## src/rtl/core/fcsd_pkg.sv

```systemverilog
// Shared constants, types and controller states of the frame change stability detector.
package fcsd_pkg;

   localparam int MAX_WIDTH  = 1024;
   localparam int MAX_HEIGHT = 1024;
   localparam int MAX_WINDOW = 16;

   localparam int STORE_DEPTH   = MAX_WIDTH * MAX_HEIGHT;
   localparam int POS_WIDTH     = $clog2(STORE_DEPTH);
   localparam int PIXEL_WIDTH   = 32;
   localparam int DIM_WIDTH     = 11;
   localparam int SIZE_WIDTH    = 2 * DIM_WIDTH;
   localparam int LEN_WIDTH     = 5;
   localparam int RATIO_WIDTH   = 17;
   localparam int WIN_IDX_WIDTH = $clog2(MAX_WINDOW);
   localparam int COUNT_WIDTH   = 21;
   localparam int FRAMES_WIDTH  = 32;
   localparam int TOTAL_WIDTH   = 52;
   localparam int SUM_WIDTH     = COUNT_WIDTH + WIN_IDX_WIDTH;
   localparam int FRAC_WIDTH    = 16;
   localparam int PROD_WIDTH    = RATIO_WIDTH + COUNT_WIDTH;
   localparam int DIV_CNT_WIDTH = $clog2(TOTAL_WIDTH + 1);

   localparam int CSR_INDEX_WIDTH = 8;
   localparam int CSR_DATA_WIDTH  = RATIO_WIDTH;

   localparam logic [CSR_INDEX_WIDTH-1:0] REG_FRAME_WIDTH   = CSR_INDEX_WIDTH'(0);
   localparam logic [CSR_INDEX_WIDTH-1:0] REG_FRAME_HEIGHT  = CSR_INDEX_WIDTH'(1);
   localparam logic [CSR_INDEX_WIDTH-1:0] REG_WINDOW_LENGTH = CSR_INDEX_WIDTH'(2);
   localparam logic [CSR_INDEX_WIDTH-1:0] REG_STABLE_RATIO  = CSR_INDEX_WIDTH'(3);

   localparam logic [COUNT_WIDTH-1:0]  COUNT_MAX  = '1;
   localparam logic [FRAMES_WIDTH-1:0] FRAMES_MAX = '1;
   localparam logic [TOTAL_WIDTH-1:0]  TOTAL_MAX  = '1;

   typedef struct packed {
      logic [DIM_WIDTH-1:0]   frame_width;
      logic [DIM_WIDTH-1:0]   frame_height;
      logic [LEN_WIDTH-1:0]   window_length;
      logic [RATIO_WIDTH-1:0] stable_ratio;
   } cfg_type;

   localparam cfg_type CFG_RESET = '{
      frame_width:   DIM_WIDTH'(1024),
      frame_height:  DIM_WIDTH'(1024),
      window_length: LEN_WIDTH'(16),
      stable_ratio:  RATIO_WIDTH'(0)
   };

   typedef enum logic [3:0] {
      ST_RUN,
      ST_DRAIN,
      ST_UPDATE,
      ST_TOTAL_GO,
      ST_TOTAL_WAIT,
      ST_SUM,
      ST_RECENT_GO,
      ST_RECENT_WAIT,
      ST_MULT,
      ST_EMIT,
      ST_FINISHED
   } state_type;

   typedef struct packed {
      logic take_pixels;
      logic process;
      logic frame_update;
      logic div_start;
      logic div_sel_recent;
      logic load_overall;
      logic sum_step;
      logic load_recent;
      logic clear_recent;
      logic mult;
      logic emit;
   } cmd_type;

   typedef struct packed {
      logic frame_end;
      logic first_frame;
      logic div_done;
      logic sum_last;
      logic window_full;
      logic out_free;
      logic stable_now;
   } status_type;

endpackage

```

## src/rtl/core/fcsd_ctrl.sv

```systemverilog
// Controller state machine: pixel streaming and the frame-end sequence.
module fcsd_ctrl
   import fcsd_pkg::*;
(
   input  logic       clock,
   input  logic       reset,
   input  status_type status,
   output cmd_type    cmd
);

   state_type state_ff, state_in;

   always_ff @(posedge clock) begin
      if (reset) begin
         state_ff <= ST_RUN;
      end else begin
         state_ff <= state_in;
      end
   end

   always_comb begin
      state_in = state_ff;
      cmd      = '0;
      unique case (state_ff)
         ST_RUN: begin
            cmd.take_pixels = 1'b1;
            cmd.process     = 1'b1;
            if (status.frame_end) state_in = ST_DRAIN;
         end
         ST_DRAIN: begin
            state_in = ST_UPDATE;
         end
         ST_UPDATE: begin
            cmd.frame_update = 1'b1;
            state_in = status.first_frame ? ST_RUN : ST_TOTAL_GO;
         end
         ST_TOTAL_GO: begin
            cmd.div_start = 1'b1;
            state_in = ST_TOTAL_WAIT;
         end
         ST_TOTAL_WAIT: begin
            if (status.div_done) begin
               cmd.load_overall = 1'b1;
               state_in = ST_SUM;
            end
         end
         ST_SUM: begin
            cmd.sum_step = 1'b1;
            if (status.sum_last) state_in = ST_RECENT_GO;
         end
         ST_RECENT_GO: begin
            if (status.window_full) begin
               cmd.div_start      = 1'b1;
               cmd.div_sel_recent = 1'b1;
               state_in = ST_RECENT_WAIT;
            end else begin
               cmd.clear_recent = 1'b1;
               state_in = ST_MULT;
            end
         end
         ST_RECENT_WAIT: begin
            if (status.div_done) begin
               cmd.load_recent = 1'b1;
               state_in = ST_MULT;
            end
         end
         ST_MULT: begin
            cmd.mult = 1'b1;
            state_in = ST_EMIT;
         end
         ST_EMIT: begin
            if (status.out_free) begin
               cmd.emit = 1'b1;
               state_in = status.stable_now ? ST_FINISHED : ST_RUN;
            end
         end
         ST_FINISHED: begin
            // items are taken and dropped until reset
            cmd.take_pixels = 1'b1;
         end
         default: begin
            state_in = ST_RUN;
         end
      endcase
   end

endmodule

```

## config.mk

```make
export PLATFORM = sky130hd
export DESIGN_NAME = fcsd_ctrl
export DESIGN_NICKNAME = d
export VERILOG_FILES = /design/src/rtl/core/fcsd_pkg.sv /design/src/rtl/core/fcsd_ctrl.sv
export SDC_FILE = /design/constraint.sdc
export NUM_CORES = 1
export LEC_CHECK = 0
export ABC_AREA = 0
export BUFFER_PORTS_ARGS = -buffer_cell sky130_fd_sc_hd__buf_4
export CORE_AREA = 2 2 39 41
export CTS_CLUSTER_SIZE = 16
export DETAILED_ROUTE_END_ITERATION = 6
export DIE_AREA = 0 0 41 43
export RECOVER_POWER = 25
export SLEW_MARGIN = 20
export SYNTH_ARGS = -nofsm -noshare
export SYNTH_HDL_FRONTEND = slang
export SYNTH_SLANG_ARGS = --single-unit
```

## constraint.sdc

```tcl
create_clock -name clock -period 1.7 [get_ports clock]
set_input_delay 0.17 -clock clock [delete_from_list [all_inputs] [get_ports clock]]
set_output_delay 0.17 -clock clock [all_outputs]
set_load 0.005 [all_outputs]
```

Word-level counts from Yosys, hierarchy flattened
Cells that the tools add are included.
{ "word_totals": {"register_bits": 4, "latchBits": 0, "ramBits": 0, "romBits": 0, "wordCells": 44, "mem_count": 0} }
{ "classes": {"n_addsub": 0, "mul": 0, "n_div": 0, "magnitude_cmp": 0, "n_eq_ne": 15, "shift": 0, "muxes": 24, "bitwise_logic": 1, "reduce_logical": 3} }
{ "ops": {"columns": ["cell", "n"], "rows": [
  ["$pmux 4 s11", 1],
  ["$mux 4", 7],
  ["$eq 4x3->1 const B", 4],
  ["$mux 1", 13],
  ["$eq 4x4->1 const B", 3],
  ["$ne 2x2->1 const B", 5],
  ["$eq 4x2->1 const B", 2],
  ["$reduce_and 6->1", 1],
  ["$eq 4x1->1 const B", 1],
  ["$logic_not 4->1", 1],
  ["$mux 2", 2],
  ["$pmux 1 s2", 1],
  ["$reduce_or 2->1", 1],
  ["$not 1->1", 1]
]} }

Longest topological paths before layout
Gate-level depths: netlist of run 1.
{ "logic_depth": {"ltp_word": 3, "ltp_mapped": 6} }

Worst setup path before layout of run 1
Ideal clock, no wire load.
{ "synth_timing": {"path_kind": "reg2reg", "startpoint": "reg state_ff[1]", "endpoint": "reg state_ff[0]", "arrival_ns": 1.168, "setup_slack_ns": 0.460, "stages_incl_launch_ff": 6, "path_buffers": 1, "synth_period_minus_slack_ns": 1.240, "path_cell_list": "dfxtp_1 buf_2 nand2b_1 a31oi_1 o221a_4 mux2i_1"} }
{ "synth_between": {"elab_chain_cells": 3, "elab_cells_between_ends": 19} }
{ "synth_lines": {"columns": ["element", "line", "source"], "rows": [
  ["start: declaration", "fcsd_ctrl.sv:11", "state_type state_ff, state_in;"],
  ["start signal: assignment", "fcsd_ctrl.sv:17", "state_ff <= state_in;"],
  ["$eq 4x3->1 (tied with other cells)", "fcsd_ctrl.sv:24", "unique case (state_ff)"],
  ["$ne 2x2->1 (no line) / $not 1->1 (equally long branches)", null, null],
  ["$reduce_and 6->1 (no line)", null, null]
]} }
Several ways; a longest one is shown, not always the timed one.
A chain may end at the register's enable or synchronous reset.

==> results of run 1 <==
routing by layer:
metal | global-route usage (%) | up-vias
li1 | - | 283
met1 | 17.25 | 240
met2 | 30.31 | 18
met3 | 3.141 | 0
met4 | 8.000 | 0
met5 | 0 | -
power breakdown:
group	switching [mW]	internal, mW	leakage, nW
combinational	0.184	0.220	0.259
sequential	0.0645	0.121	0.0336
clock	0.0384	0.0789	0.0138
area by class of cell:
class                      instances  area share [%]
timing repair buffer              23           26.19
tap                               16           3.036
inverter                           2           1.139
sequential                         4           12.52
multi-input combinational         57           53.70
clock buffer                       3           3.416
metrics by stage:
step / area, sq um / hold slack, ps / utilization (%)
floorplan: 486.7 / 234.6 / -
global placement: 643.1 / 376.4 / 46.47
detailed placement: 643.1 / 384.3 / 46.47
CTS: 665.6 / 136.2 / 48.10
global route: 659.4 / 136.5 / 47.65
finish: 659.4 / 131.2 / 47.65
cell usage in the layout (no fill, tap or decap), types with 2 or more instances in the layout:
cell	n
a21oi_1	6
and2b_1	2
and3_1	2
buf_4	22
clkbuf_4	4
dfxtp_1	2
dfxtp_2	2
inv_1	2
mux2i_1	2
nand2_1	5
nand2b_1	10
nor2_1	6
nor2b_1	3
nor3_1	4
cell families (layout without fill, tap and decap cells):
logic type                Yosys count  count (layout)
muxes                               2               2
DFF                                 4               4
buffers and inverters               8              28
and+or+nand+nor                    38              38
xor gates and xnor gates            1               1
AOI/OAI and AO/OA                  16              16
how the worst max path moves through the flow:
stage / slack, ps / cells after the start / endpoint / from
finish: 190 / 4 / cmd[7] / state_ff[0]
global route: 30 / 4 / cmd[7] / state_ff[0]
CTS: 70 / 4 / cmd[7] / state_ff[1]
detailed placement: 240 / 4 / state_ff[1] / state_ff[1]
global placement: 270 / 4 / state_ff[1] / state_ff[1]
floorplan: 460 / 5 / state_ff[0] / state_ff[1]
timing repair:
action,CTS,global route
endpoints found under the setup margin,0,1
gates resized for setup,0,2
hold buffers,0,0
worst register-to-register path: cells and delay by family (launching register included):
family / cells / cell delay (ps)
AO/OA/AOI/OAI: 2 / 560
flip-flops: 1 / 480
multiplexers: 1 / 200
AND/OR/NAND/NOR: 1 / 120
==> out/qor.yml, run 1 <==
grt_max_degree: 15
top_layer_used: "met3"
maxCapViolations: 0
netlist.area_leader.share_pct: 16.45
endpoint_kind: "primary output"
ir_worst_vdd_v: 0.0003841
synthMuxAreaShare_pct: 4.113
synth-compound-area-share_pct: 24.42
io_buffers: 19
dieArea_sq_um: 1763
io_pins: 20
cts-root-buf: "clkbuf_4"
rrSetupSlack_ps: 270
routedWlPerCell_microns: 11.63
clock_skew_ps: 6.476
critPathBufInv: 2
synth_xor_area_share_pct: 1.799
hp-class: "in -> reg"
synth_adder_area_share_pct: 0
cp.arrival_ps: 1340
hpwl_microns: 1001
vias_per_cell: 5.152
fillers: 150
final_layout_size_suffix_gt1_share_pct: 34.83
final.min_clock_period_ps: 1510
synth_top_family_by_area: "simple AND/OR/NAND/NOR gates"
rsz0062_at_grt: "no"
slowest_stage: "dfxtp_1"
largest_register: "state_ff"
synth.distinct_cells: 33
synth_edf_count: 0
cts_tree: "done"
die_h_microns: 43
multi_input_area_sq_um: 354.1
timing.rr.start: "state_ff[0]"
worst_r2r_path_depth: 4
n_antenna_cell: 0
synth-seq-area-share_pct: 16.45
final_nets: 100
drtPass1Iterations: 4
yosys-top-cells-area: "dfxtp_1, nand2b_1, a21oi_1, nor2_1, mux2i_1"
grt_pass1_wl_microns: 2042
synth_ff_type: "dfxtp_1"
pre_cts_slack_ps: 243.1
synthArstFlopShare_pct: 0
final-seq-area_sq_um: 82.58
ys_ff_latch: 4
antenna_left: 0
yosysTopAreaCell: "dfxtp_1"
synth_most_common_cell: "nand2b_1"
syn_inst: 69
grt_pass1_vias: 527
htreeDepth: 1
yosys_warnings: 0
hold_depth: 2
grt_overflow_total: 0
yosys.area_share.simple_pct: 44.22
dp.cells: 102
grt_use_total_pct: 16.93
yosys-top-cells-count: "nand2b_1, a21oi_1, nor2_1"
wl_met2_microns: 661
crit_path_start_kind: "flop"
timing.fmax_mhz: 662.4
stdcell_count: 105
cts_sinks: 4
start_util_pct: 35.17
place_congestion: 0.7658
post_cts_buffers: 0
syn_to_final_growth_pct: 35.48
status: "finished clean"
crit_type: "reg -> out"
synth_fp_nets: 78
hold_start: "reset"
grt_antenna_before_repair: 0
holdPathEnd: "state_ff[2]"
fin_tns_setup_ps: 0
avgSynthCellArea_sq_um: 7.054
first_iter_violations: 2
drv_slew: 0
worst_slack_ps: 190.4
vias: 541
wl_met3_microns: 81
critPathRequiredTime_ps: 1530
die_w_microns: 41
p_per_area_nw_per_um2: 1070
drc: 0
top_regs: "state_ff: 4 flops"
timing.slew.headroom_pct: 80.61
m1WireLength_microns: 478
cts_max_path_buffers: 2
p_leak_nw: 0.3063
hold_violations: 0
largest_register_ffs: 4
cp_top_family: "flip-flops"
slowest_delay_ps: 480
r2r-end: "state_ff[1]"
numCtsBuffers: 3
clk_latency_ps: 230
core_region_area_sq_um: 1384
cpMostUsedCell: "buf_4"
clk_pin_slew_ps: 40
path_max_fanout: 10
tightestPinTransition_ps: 290.5
final-setup-viol-count: 0
final.period_utilization_pct: 88.80
syn_area_sq_um: 486.7
drt-total-wl_microns: 1221
power.total_uw: 705.5
row_count: 14
crit_chain: "buf_4, nand2b_1, a21oi_1, buf_4"
(Power assumes the default switching activity.)
==> run 2, diff against run 1 <==
- CORE_AREA: 2 2 39 41 -> default
- CORE_MARGIN: default -> 2
- CORE_UTILIZATION: default -> 36
- DIE_AREA: 0 0 41 43 -> default
==> run 2 against run 1 <==
Against the previous run:
- clock power hardly changed
- cell count is 0.95% lower
- cell area is 0.38% lower
- utilization is 3.5 points higher
- critical path type unchanged
- worst hold slack better by 17 ps
- critical path depth stayed put
- clock skew is 3.4 ps lower
- fmax is 5.3% lower
- critical endpoint unchanged
- sequential cell count stayed put
- non-clock buffer count stayed put
- power is 0.45% higher
==> out/qor.yml, run 2 (same netlist as run 1, synthesis figures left out) <==
cts_tree: "done"
syn_to_final_growth_pct: 34.96
final.period_utilization_pct: 93.72
ir_worst_vdd_v: 0.0003876
top_regs: "state_ff: 4 flops"
io_pins: 20
timing.slew.headroom_pct: 77.01
fin_tns_setup_ps: 0
io_buffers: 19
largest_register_ffs: 4
n_antenna_cell: 0
status: "finished clean"
drt-total-wl_microns: 1200
row_count: 13
timing.rr.start: "state_ff[2]"
cts_resized: 0
final_util_pct: 51.12
p_per_area_nw_per_um2: 1079
cts_sinks: 4
cp.arrival_ps: 1420
start_util_pct: 37.88
timing.fmax_mhz: 627.6
drv_slew: 0
mostFrequentLayoutCell: "buf_4"
drtPass1Iterations: 4
maxCapViolations: 0
grt_pass1_wl_microns: 1731
hpwl_microns: 919.5
dp.cells: 101
crit_path_start_kind: "flop"
die_h_microns: 40.77
crit_end: "cmd[7]"
final-setup-viol-count: 0
clk_latency_ps: 230
r2r-end: "state_ff[1]"
power.total_uw: 708.6
stdcell_count: 104
vias: 534
grt_max_degree: 14
grt_pass1_vias: 427
layout_common_cells: "buf_4, nand2b_1, nor2_1, a21oi_1, nand2_1"
drc: 0
rrSetupSlack_ps: 250
vias_per_cell: 5.135
crit_start: "state_ff[1]"
cts-root-buf: "clkbuf_4"
fin_hold_ws_ps: 148.0
worst_r2r_path_depth: 4
first_iter_violations: 6
path_max_fanout: 10
routedWlPerCell_microns: 11.54
die_w_microns: 40.77
grt_antenna_before_repair: 0
final_nets: 100
antenna_left: 0
clock_skew_ps: 3.045
clk_pin_slew_ps: 40
grt_overflow_total: 0
core_region_area_sq_um: 1285
hp-class: "in -> reg"
tightestPinTransition_ps: 344.4
grt_use_total_pct: 15.45
rsz0062_at_grt: "no"
p_leak_nw: 0.3056
crit_type: "reg -> out"
place_congestion: 0.7405
hold_violations: 0
final.min_clock_period_ps: 1593
endpoint_kind: "primary output"
cts_max_path_buffers: 2
critPathRequiredTime_ps: 1530
largest_register: "state_ff"
final_layout_size_suffix_gt1_share_pct: 33.71
dieArea_sq_um: 1662
post_cts_buffers: 0
numCtsBuffers: 3
htreeDepth: 1
postCtsHoldBufs: 0
[run 2: cell counts in the layout (fill, tap and decap cells not counted)]
No cell type changed its count.
[run 2: how the worst min path moves through the flow]
stage | start | end | slack [ps] | cells after the start
after floorplan | reset | state_ff[2] | 230 | 1
after global placement | reset | state_ff[2] | 380 | 2
after detailed placement | reset | state_ff[2] | 390 | 2
after CTS | reset | state_ff[2] | 140 | 2
after global routing | reset | state_ff[2] | 140 | 2
final | reset | state_ff[2] | 150 | 2
[run 2: report_power, final]
group / switching, mW / total (mW) / internal, mW / leakage [nW]
Combinational: 0.183 / 0.403 / 0.220 / 0.259
Sequential: 0.0684 / 0.189 / 0.120 / 0.0329
Clock: 0.0384 / 0.117 / 0.0790 / 0.0138
[run 2: through the flow]
step	instance area (sq um)	setup slack, ps
detailed placement	641.9	243.1
global route	656.9	32.58
CTS	664.4	64.88
finish	656.9	106.7
global placement	641.9	262.6
floorplan	486.7	460.5
[run 2: final cells by class]
class,instances,area (sq um)
sequential,4,81.33
inverter,2,7.507
timing repair buffer,23,172.7
clock buffer,3,22.52
multi-input combinational,57,354.1
tap,15,18.77
fill,141,628.1
[run 2: critical path: stages, from the launching register on]
cell      delay, ps
dfxtp_1         520
buf_4           240
nand2b_1         80
a21oi_1         200
buf_4           150
[run 2: metal layers]
layer / vias to the layer above / share of wire (%) / global-route usage [%]
met5: - / 0 / 0
met4: 0 / 0 / 0
met3: 0 / 4.7 / 3.261
met2: 13 / 49 / 30.56
met1: 242 / 46 / 17.59
li1: 279 / - / -
